File: config.mk
export PLATFORM = sky130hd
export DESIGN_NAME = button_edge_doubleclick_repeat_unit
export DESIGN_NICKNAME = d
export VERILOG_FILES = /design/src/rtl/core/bedr_pkg.sv /design/src/rtl/core/bedr_mod_unit.sv /design/src/rtl/core/button_edge_doubleclick_repeat_unit.sv
export VERILOG_INCLUDE_DIRS = /design/src /design/src/rtl/core
export SDC_FILE = /design/constraint.sdc
export NUM_CORES = 2
export LEC_CHECK = 0
export ABC_AREA = 1
export BUFFER_PORTS_ARGS = -buffer_cell sky130_fd_sc_hd__buf_4
export CAP_MARGIN = 20
export CELL_PAD_IN_SITES_DETAIL_PLACEMENT = 1
export CELL_PAD_IN_SITES_GLOBAL_PLACEMENT = 1
export CORE_ASPECT_RATIO = 0.7
export CORE_MARGIN = 10
export CORE_UTILIZATION = 50
export CTS_BUF_LIST = sky130_fd_sc_hd__clkbuf_8
export CTS_CLUSTER_SIZE = 25
export DETAILED_ROUTE_END_ITERATION = 12
export PLACE_DENSITY_LB_ADDON = 0.15
export SYNTH_ARGS = -nofsm -noshare
export SYNTH_HDL_FRONTEND = slang
export SYNTH_HIERARCHICAL = 1
export SYNTH_SLANG_ARGS = --single-unit
export TNS_END_PERCENT = 100
File: constraint.sdc
create_clock -name clock -period 17.6 [get_ports clock]
set_input_delay 1.76 -clock clock [delete_from_list [all_inputs] [get_ports clock]]
set_output_delay 1.76 -clock clock [all_outputs]
set_load 0.1 [all_outputs]
File: src/rtl/core/assert_macros.svh
// Assertion helpers shared by the RTL.
`ifndef ASSERT_MACROS_SVH
`define ASSERT_MACROS_SVH

// Property must hold at every clock edge outside reset.
`define ASSERT_CLK(lbl, clk, rst, prop, msg) \
   lbl: assert property (@(posedge clk) disable iff (rst) (prop)) else $error(msg);

// Implication checked at every clock edge outside reset.
`define ASSERT_IMPL(lbl, clk, rst, ante, cons, msg) \
   lbl: assert property (@(posedge clk) disable iff (rst) (ante) |-> (cons)) else $error(msg);

`endif

File: src/rtl/core/bedr_pkg.sv
`default_nettype none
package bedr_pkg;
   localparam int BUTTON_COUNT_DEF = 5;
   localparam int KEY_COUNT_DEF    = 32;
   localparam int CLOCK_W          = 48;
   localparam int HOLD_W           = 32;
   localparam int TIME_W           = 22;
   localparam int RAD_W            = 10;
   localparam int FRAME_W          = 20;
   localparam int POS_W            = 16;
   localparam int CSR_IDX_W        = 3;

   localparam logic [CSR_IDX_W-1:0] CSR_DC_WINDOW  = 3'd0;
   localparam logic [CSR_IDX_W-1:0] CSR_DC_RADIUS  = 3'd1;
   localparam logic [CSR_IDX_W-1:0] CSR_RPT_DELAY  = 3'd2;
   localparam logic [CSR_IDX_W-1:0] CSR_RPT_PERIOD = 3'd3;
   localparam logic [CSR_IDX_W-1:0] CSR_DRAG_RAD   = 3'd4;

   // Request to the shared repeat unit for one channel.
   typedef struct packed {
      logic                start;
      logic [HOLD_W:0]     excess;  // hold minus delay, positive whenever start is set
      logic [TIME_W-1:0]   period;
      logic [FRAME_W-1:0]  frame_us;
   } rpt_req_type;

   typedef struct packed {
      logic done;
      logic fire;
   } rpt_rsp_type;
endpackage
`default_nettype wire

File: src/rtl/core/bedr_mod_unit.sv
`default_nettype none
// Restoring remainder of excess by period, one quotient bit per cycle, then
// compares the remainder with the frame time.
module bedr_mod_unit (
   input  wire logic                 clock,
   input  wire logic                 reset,
   input  wire bedr_pkg::rpt_req_type req,
   output bedr_pkg::rpt_rsp_type     rsp
);
   localparam int NW = bedr_pkg::HOLD_W + 1;
   localparam int CW = $clog2(NW + 1);

   logic [NW-1:0]            num_ff, num_in;
   logic [NW-1:0]            rem_ff, rem_in;
   logic [bedr_pkg::TIME_W-1:0] per_ff, per_in;
   logic [bedr_pkg::FRAME_W-1:0] dt_ff, dt_in;
   logic [CW-1:0]            cnt_ff, cnt_in;
   logic                     busy_ff, busy_in;
   logic                     done_ff, done_in;
   logic                     fire_ff, fire_in;
   logic [NW:0]              trial;

   always_comb begin
      num_in  = num_ff;
      rem_in  = rem_ff;
      per_in  = per_ff;
      dt_in   = dt_ff;
      cnt_in  = cnt_ff;
      busy_in = busy_ff;
      done_in = 1'b0;
      fire_in = fire_ff;
      trial   = {rem_ff, num_ff[NW-1]};
      if (req.start) begin
         num_in  = req.excess;
         rem_in  = '0;
         per_in  = (req.period == '0) ? bedr_pkg::TIME_W'(1) : req.period;
         dt_in   = req.frame_us;
         cnt_in  = CW'(NW);
         busy_in = 1'b1;
      end else if (busy_ff) begin
         if (trial >= {(NW+1-bedr_pkg::TIME_W)'(0), per_ff})
            rem_in = NW'(trial - {(NW+1-bedr_pkg::TIME_W)'(0), per_ff});
         else
            rem_in = NW'(trial);
         num_in = {num_ff[NW-2:0], 1'b0};
         cnt_in = cnt_ff - CW'(1);
         if (cnt_ff == CW'(1)) begin
            busy_in = 1'b0;
            done_in = 1'b1;
            fire_in = rem_in < {(NW-bedr_pkg::FRAME_W)'(0), dt_ff};
         end
      end
   end

   always_ff @(posedge clock) begin
      if (reset) begin
         busy_ff <= 1'b0;
         done_ff <= 1'b0;
         cnt_ff  <= '0;
      end else begin
         busy_ff <= busy_in;
         done_ff <= done_in;
         cnt_ff  <= cnt_in;
      end
      num_ff  <= num_in;
      rem_ff  <= rem_in;
      per_ff  <= per_in;
      dt_ff   <= dt_in;
      fire_ff <= fire_in;
   end

   assign rsp.done = done_ff;
   assign rsp.fire = fire_ff;
endmodule
`default_nettype wire

File: src/rtl/core/button_edge_doubleclick_repeat_unit.sv
`default_nettype none
// An item is accepted in the idle state. Each channel then passes ST_CHAN, buttons also
// ST_DIST, and ST_WAIT; a held channel past the repeat delay waits there for the shared
// 33-step remainder unit. ST_OUT then shows the result. One item at a time: the next is
// accepted once the result is shown, also while it waits for the receiver; a result
// stalled by the receiver holds back only the next one. Synchronous active-high reset
// restores register defaults.
module button_edge_doubleclick_repeat_unit #(
   parameter int BUTTON_COUNT = bedr_pkg::BUTTON_COUNT_DEF,
   parameter int KEY_COUNT    = bedr_pkg::KEY_COUNT_DEF
) (
   input  wire logic          clock,
   input  wire logic          reset,
   input  wire logic          req_tvalid,
   output logic               req_tready,
   // frame_us[19:0], pointer_x[35:20], pointer_y[51:36], buttons_held,
   // keys_held, zero fill
   input  wire logic [((bedr_pkg::FRAME_W+2*bedr_pkg::POS_W+BUTTON_COUNT+KEY_COUNT+7)/8)*8-1:0]
                              req_tdata,
   output logic               rsp_tvalid,
   input  wire logic          rsp_tready,
   // button_pressed, button_let_go, button_double, button_repeat,
   // button_dragging, key_pressed, key_let_go, key_repeat, zero fill
   output logic [((5*BUTTON_COUNT+3*KEY_COUNT+7)/8)*8-1:0] rsp_tdata,
   input  wire logic          csr_we,
   input  wire logic [bedr_pkg::CSR_IDX_W-1:0] csr_index,
   input  wire logic [bedr_pkg::TIME_W-1:0]    csr_wdata
);
   localparam int B   = BUTTON_COUNT;
   localparam int K   = KEY_COUNT;
   localparam int N   = B + K;
   localparam int OW  = ((5*B+3*K+7)/8)*8;
   localparam int CHW = (N > 1) ? $clog2(N) : 1;
   localparam int BIW = (B > 1) ? $clog2(B) : 1;
   localparam int PW  = bedr_pkg::POS_W;
   localparam int CW  = bedr_pkg::CLOCK_W;
   localparam int HW  = bedr_pkg::HOLD_W;

   typedef enum logic [2:0] {
      ST_IDLE, ST_CHAN, ST_WAIT, ST_DIST, ST_OUT
   } state_type;

   state_type state_ff;

   logic [bedr_pkg::TIME_W-1:0] dc_win_ff, rpt_delay_ff, rpt_period_ff;
   logic [bedr_pkg::RAD_W-1:0]  dc_rad_ff, drag_rad_ff;

   logic [B-1:0]    prev_b_ff;
   logic [K-1:0]    prev_k_ff;
   logic [CW-1:0]   clk_ff;
   // A hold time is always written on its channel's press frame before its value
   // is used, so the store needs no clearing after reset.
   logic [HW-1:0]   hold_ff [N];
   logic [HW-1:0]   hold_rd_ff;
   logic            run_ff;
   logic [CW-1:0]   ct_ff [B];
   logic [PW-1:0]   cx_ff [B];
   logic [PW-1:0]   cy_ff [B];

   logic [bedr_pkg::FRAME_W-1:0] dt_ff;
   logic signed [PW-1:0] px_ff, py_ff;
   logic [B-1:0]    bh_ff;
   logic [K-1:0]    kh_ff;
   logic [N-1:0]    rep_ff;
   logic [B-1:0]    dbl_ff, drag_ff;
   logic [CHW-1:0]  ch_ff;
   logic [OW-1:0]   out_ff;

   // distance pipeline registers
   logic signed [PW:0]     dx_ff, dy_ff;
   logic [2*PW+1:0]        dd_ff;
   logic                   dist_pass_ff;  // 0: square dx, 1: add dy squared and test
   logic [2*bedr_pkg::RAD_W-1:0] r2_dc, r2_dr;

   logic [N-1:0] was_v, is_v;
   logic         was_c, is_c;
   logic [HW:0]  hsum;
   logic [HW-1:0] hsat;
   bedr_pkg::rpt_req_type mreq;
   bedr_pkg::rpt_rsp_type mrsp;
   logic [CW-1:0] gap;
   logic [BIW-1:0] bi;

   assign was_v = {prev_k_ff, prev_b_ff};
   assign is_v  = {kh_ff, bh_ff};
   assign was_c = was_v[ch_ff];
   assign is_c  = is_v[ch_ff];
   assign hsum  = {1'b0, hold_rd_ff} + {(HW+1-bedr_pkg::FRAME_W)'(0), dt_ff};
   assign hsat  = hsum[HW] ? '1 : hsum[HW-1:0];
   assign r2_dc = dc_rad_ff * dc_rad_ff;
   assign r2_dr = drag_rad_ff * drag_rad_ff;
   assign bi    = ch_ff[BIW-1:0];
   assign gap   = clk_ff - ct_ff[bi];

   bedr_mod_unit u_mod (.clock(clock), .reset(reset), .req(mreq), .rsp(mrsp));

   always_comb begin
      mreq.start    = (state_ff == ST_CHAN) && is_c && was_c &&
                      ({1'b0, hsat} > {(HW+1-bedr_pkg::TIME_W)'(0), rpt_delay_ff});
      mreq.excess   = {1'b0, hsat} - {(HW+1-bedr_pkg::TIME_W)'(0), rpt_delay_ff};
      mreq.period   = rpt_period_ff;
      mreq.frame_us = dt_ff;
   end

   // The result register parts the two sides: a new item may be taken while
   // the previous result still waits for the receiver.
   assign req_tready = (state_ff == ST_IDLE);
   assign rsp_tdata  = out_ff;

   always_ff @(posedge clock) begin
      if (reset) begin
         state_ff      <= ST_IDLE;
         rsp_tvalid    <= 1'b0;
         dc_win_ff     <= bedr_pkg::TIME_W'(300000);
         dc_rad_ff     <= bedr_pkg::RAD_W'(6);
         rpt_delay_ff  <= bedr_pkg::TIME_W'(250000);
         rpt_period_ff <= bedr_pkg::TIME_W'(50000);
         drag_rad_ff   <= bedr_pkg::RAD_W'(6);
         prev_b_ff     <= '0;
         prev_k_ff     <= '0;
         clk_ff        <= '0;
         ch_ff         <= '0;
         for (int i = 0; i < B; i++) begin
            ct_ff[i] <= '0;
            cx_ff[i] <= '0;
            cy_ff[i] <= '0;
         end
      end else begin
         if (csr_we) begin
            case (csr_index)
               bedr_pkg::CSR_DC_WINDOW:  dc_win_ff     <= csr_wdata;
               bedr_pkg::CSR_DC_RADIUS:  dc_rad_ff     <= csr_wdata[bedr_pkg::RAD_W-1:0];
               bedr_pkg::CSR_RPT_DELAY:  rpt_delay_ff  <= csr_wdata;
               bedr_pkg::CSR_RPT_PERIOD: rpt_period_ff <= csr_wdata;
               bedr_pkg::CSR_DRAG_RAD:   drag_rad_ff   <= csr_wdata[bedr_pkg::RAD_W-1:0];
               default: ;
            endcase
         end
         if (rsp_tvalid && rsp_tready && state_ff != ST_OUT) rsp_tvalid <= 1'b0;
         case (state_ff)
            ST_IDLE: begin
               if (req_tvalid && req_tready) begin
                  dt_ff  <= req_tdata[bedr_pkg::FRAME_W-1:0];
                  px_ff  <= req_tdata[bedr_pkg::FRAME_W +: PW];
                  py_ff  <= req_tdata[bedr_pkg::FRAME_W+PW +: PW];
                  bh_ff  <= req_tdata[bedr_pkg::FRAME_W+2*PW +: B];
                  kh_ff  <= req_tdata[bedr_pkg::FRAME_W+2*PW+B +: K];
                  clk_ff <= clk_ff + CW'(req_tdata[bedr_pkg::FRAME_W-1:0]);
                  ch_ff  <= '0;
                  hold_rd_ff <= hold_ff[0];
                  dist_pass_ff <= 1'b0;
                  state_ff <= ST_CHAN;
               end
            end
            ST_CHAN: begin
               // Hold time update; buttons then get the distance passes.
               rep_ff[ch_ff] <= is_c && !was_c;
               run_ff <= mreq.start;
               if (!is_c || !was_c) hold_ff[ch_ff] <= '0;
               else hold_ff[ch_ff] <= hsat;
               if ({1'b0, ch_ff} < (CHW+1)'(B)) begin
                  dx_ff <= (PW+1)'(px_ff) - (PW+1)'($signed(cx_ff[bi]));
                  dy_ff <= (PW+1)'(py_ff) - (PW+1)'($signed(cy_ff[bi]));
                  dist_pass_ff <= 1'b0;
                  state_ff <= ST_DIST;
               end else state_ff <= ST_WAIT;
            end
            ST_DIST: begin
               // One square a cycle: first dx, then dy.
               if (!dist_pass_ff) begin
                  dd_ff <= (2*PW+2)'($unsigned((2*PW+2)'(dx_ff) * (2*PW+2)'(dx_ff)));
                  dist_pass_ff <= 1'b1;
               end else begin
                  logic [2*PW+2:0] d2;
                  d2 = {1'b0, dd_ff} +
                       (2*PW+3)'($unsigned((2*PW+2)'(dy_ff) * (2*PW+2)'(dy_ff)));
                  if (is_c && !was_c) begin
                     dbl_ff[bi] <= (gap < CW'(dc_win_ff)) && (d2 < (2*PW+3)'(r2_dc));
                     ct_ff[bi] <= clk_ff;
                     cx_ff[bi] <= px_ff;
                     cy_ff[bi] <= py_ff;
                     drag_ff[bi] <= 1'b0 >= (r2_dr != '0) ? 1'b1 : 1'b0;
                  end else begin
                     dbl_ff[bi] <= 1'b0;
                     drag_ff[bi] <= is_c && (d2 >= (2*PW+3)'(r2_dr));
                  end
                  state_ff <= ST_WAIT;
               end
            end
            ST_WAIT: begin
               // The unit was started in ST_CHAN if the hold passed the delay.
               if (!run_ff || mrsp.done) begin
                  if (run_ff)
                     rep_ff[ch_ff] <= mrsp.fire;
                  if (ch_ff == CHW'(N-1)) state_ff <= ST_OUT;
                  else begin
                     ch_ff <= ch_ff + CHW'(1);
                     hold_rd_ff <= hold_ff[ch_ff + CHW'(1)];
                     state_ff <= ST_CHAN;
                  end
               end
            end
            ST_OUT: begin
               // Wait here while the previous result is still unclaimed.
               if (!rsp_tvalid || rsp_tready) begin
                  out_ff <= OW'({rep_ff[N-1:B], prev_k_ff & ~kh_ff, kh_ff & ~prev_k_ff,
                                 drag_ff, rep_ff[B-1:0], dbl_ff,
                                 prev_b_ff & ~bh_ff, bh_ff & ~prev_b_ff});
                  prev_b_ff  <= bh_ff;
                  prev_k_ff  <= kh_ff;
                  rsp_tvalid <= 1'b1;
                  state_ff   <= ST_IDLE;
               end
            end
            default: state_ff <= ST_IDLE;
         endcase
      end
   end

`include "assert_macros.svh"
   `ASSERT_IMPL(a_no_accept_busy, clock, reset, state_ff != ST_IDLE, !req_tready, "accept while busy")
   `ASSERT_IMPL(a_unit_only_wait, clock, reset, mrsp.done, state_ff == ST_WAIT, "unit done outside wait")
   `ASSERT_IMPL(a_out_sets_valid, clock, reset, state_ff == ST_OUT, ##1 rsp_tvalid, "result not shown")
endmodule
`default_nettype wire
==> out/qor.yml <==
n_fill_cell: 29800
port_buffers: 241
cts_root_buffer: "clkbuf_8"
core_area_sq_um: 272000
path_max_fanout: 18
final.setup_skew_ns: 0.0894
cp_data_arrival_time_ns: 10.63
max_stage_delay_ns: 1.10
cp-start-kind: "register"
post-cts-setup-buffers: 0
setup.worst_path.end_class: "register"
max_clock_freq_mhz: 102
vias_per_cell: 5.89
cts_max_level: 5
ys_ff_latch: 2483
finalCritPeriodShare_pct: 55.8
dr.pass1.iters: 6
wl_mm: 462
grt_max_degree: 149
seqCellArea_sq_um: 72300
max-cap-violations: 0
wl_per_cell_um: 26.2
drv_slew: 0
hold_violations: 0
crit_slowest_cell: "edfxtp_1"
rows: 160
critPathRequiredTime_ns: 18.41
drc: 0
hold_class: "reg -> reg"
rsz0062_at_grt: "false"
synth_cell_type_count: 73
outcome: "finished, final reports clean"
fin_area_sq_um: 150000
first_iter_violations: 10900
cts_buffer_depth: 4
synthArstFlopShare_pct: 0
period_minus_slack_ns: 9.82
antenna_found_initial: 33
hpwl_mm: 318
cts_made_buffers: 392
ys.flop_type: "edfxtp_1"
cts_tree: "built"
nNetsFinal: 14900
die_y_um: 458
syn_area_sq_um: 137000
clk_pin_slew_ns: 0.06
globalRouteTotalUtil_pct: 30.5
cpMostUsedCell: "nand2_1"
via_count: 104000
syn_area_per_cell_sq_um: 10.2
die_x_um: 646
grt_pass1_vias: 109000
num_io_pins: 256
tns_ns: 0
finalSetupViolCount: 0
cts.sink_count: 2483
die_area_sq_um: 296000
areaGrowthSynthToFinish_pct: 9.71
criticalPathCategory: "reg -> reg"
synth_edf_count: 2258
postCtsHoldBufs: 0
ys_warn_count: 6
reg2reg_slack_ns: 7.78
grt_pass1_wl_mm: 688
final_layout_size_suffix_gt1_share_pct: 7.98
ctsResizeCount: 0
clk_latency_ns: 1.04
gp_congestion: 0.927
placed_area_sq_um: 143000
syn_inst: 13500
antenna_left: 0
initial_core_util_pct: 50.3
slew_headroom_pct: 19.6
gr-total-overflow: 0
worst_pin_slew_ns: 1.20
synth_seq_area_share_pct: 52.8
multi_input_area_sq_um: 55900
-- registers in the layout (all words and copies together) (netlist names), 20 cells and up, named ones only --
register,flops
rsp_tdata,121
dc_win_ff,22
u_mod/dt_ff,20
hold_rd_ff,32
hold_ff,1184
prev_k_ff,32
rpt_delay_ff,22
u_mod/num_ff,33
clk_ff,48
cy_ff,128
u_mod/rem_ff,33
dd_ff,33
dt_ff,20
kh_ff,32
rpt_period_ff,22
u_mod/per_ff,22
rep_ff,37
cx_ff,128
ct_ff,384
-- cell usage in the layout, fill, tap and decap left out, types with 9 or more instances in the layout --
cell type and n:
diode_2 47, nand2_4 14, nand2_1 1813, nand3b_1 11, buf_12 9, clkinv_2 43
nor4_1 21, fa_1 641, a21oi_1 472, edfxtp_1 2258, clkinvlp_4 11, a21o_1 29
o21a_1 16, xnor2_1 101, nor3_1 75, o211ai_1 58, a21oi_2 25, or2_2 20
clkbuf_8 413, nand3_1 408, inv_1 1896, nor2_2 23, clkinv_1 101, o21ai_0 1322
xor2_1 196, o21bai_1 26, o221ai_1 359, ha_1 552, nor2_4 50, nor2_1 1926
dfxtp_1 221, o31ai_1 9, bufinv_16 15, nand2_2 13, nand4_1 65, o22ai_1 125
a31oi_1 21, buf_4 405, o21ai_1 38
-- per-stage QoR --
step	utilization (%)	hold WS, ns	setup WS, ns	std cells
after floorplan	-	0.400	7.29	13500
after global placement	52.4	0.409	8.23	16900
final	55.2	0.405	7.78	17600
after detailed placement	52.4	0.405	8.08	16900
after global routing	55.2	0.424	7.33	17600
after CTS	55.1	0.414	7.98	17600
-- layout make-up --
class,instances,share of cell area (%)
timing repair buffer,419,2.20
antenna,47,0.0782
clock buffer,413,3.78
inverter,1795,4.51
multi-input combinational,8535,37.2
tap,3645,3.03
clock inverter,296,1.12
sequential,2483,48.1
-- worst paths after layout --
kind,cells past startpoint,from,endpoint
setup reg to reg,36,dy_ff[10],dbl_ff[3]
setup / recovery,36,dy_ff[10],dbl_ff[3]
hold / removal,0,rep_ff[24],rsp_tdata[108]
hold reg to reg,0,rep_ff[24],rsp_tdata[108]
-- critical path: cells and delay by family (launching register included) --
kind,cells,cell delay [ns]
AO/OA/AOI/OAI,7,1.58
XOR/XNOR,1,0.26
adder cells (fa/ha/maj),8,3.80
buffers and inverters,3,0.15
flip-flops,1,1.10
AND/OR/NAND/NOR,17,2.71
-- synth_stat cells (9+ instances only) --
cell type / number / area (sq um)
edfxtp_1: 2258 / 67800
nor2_1: 1979 / 7430
nand2_1: 1828 / 6860
inv_1: 1776 / 6670
o21ai_0: 1322 / 6620
fa_1: 641 / 12800
ha_1: 553 / 6920
a21oi_1: 496 / 2480
clkbuf_1: 465 / 1750
nand3_1: 408 / 2040
o221ai_1: 359 / 3140
dfxtp_1: 225 / 4500
xor2_1: 197 / 1730
buf_2: 131 / 656
o22ai_1: 125 / 782
xnor2_1: 101 / 885
nor3_1: 76 / 380
nand4_1: 65 / 407
o211ai_1: 58 / 435
o21ai_1: 38 / 190
a21o_1: 29 / 218
o21bai_1: 26 / 195
buf_4: 23 / 173
nor4_1: 22 / 138
a31oi_1: 21 / 131
or2_2: 20 / 125
nor2_2: 17 / 106
o21a_1: 16 / 120
buf_1: 13 / 48.8
buf_6: 13 / 146
clkinv_1: 12 / 45.0
nand3b_1: 11 / 82.6
nand2_2: 9 / 56.3
o31ai_1: 9 / 67.6
-- cell families after synthesis --
| logic type | after synthesis | synth area share, % |
|---|---|---|
| flops | 2483 | 52.8 |
| fa+ha+maj | 1194 | 14.4 |
| xor+xnor | 300 | 1.93 |
| compound gates | 2557 | 10.9 |
| mux | 1 | 0.00821 |
| other cells | 1 | 0.00274 |
| buf+inv | 2440 | 6.94 |
| simple gates | 4476 | 13.1 |
-- metal layers --
metal	routed length (um)	track usage, %	vias to the layer above
li1	-	-	45900
met1	200000	43.6	53000
met2	206000	47.2	4161
met3	36700	4.46	755
met4	18900	11.5	4
met5	26	0	-
Power is left out: the tool's default activity adds up to more than one toggle a clock period on the data nets, which glitch-free logic cannot reach.
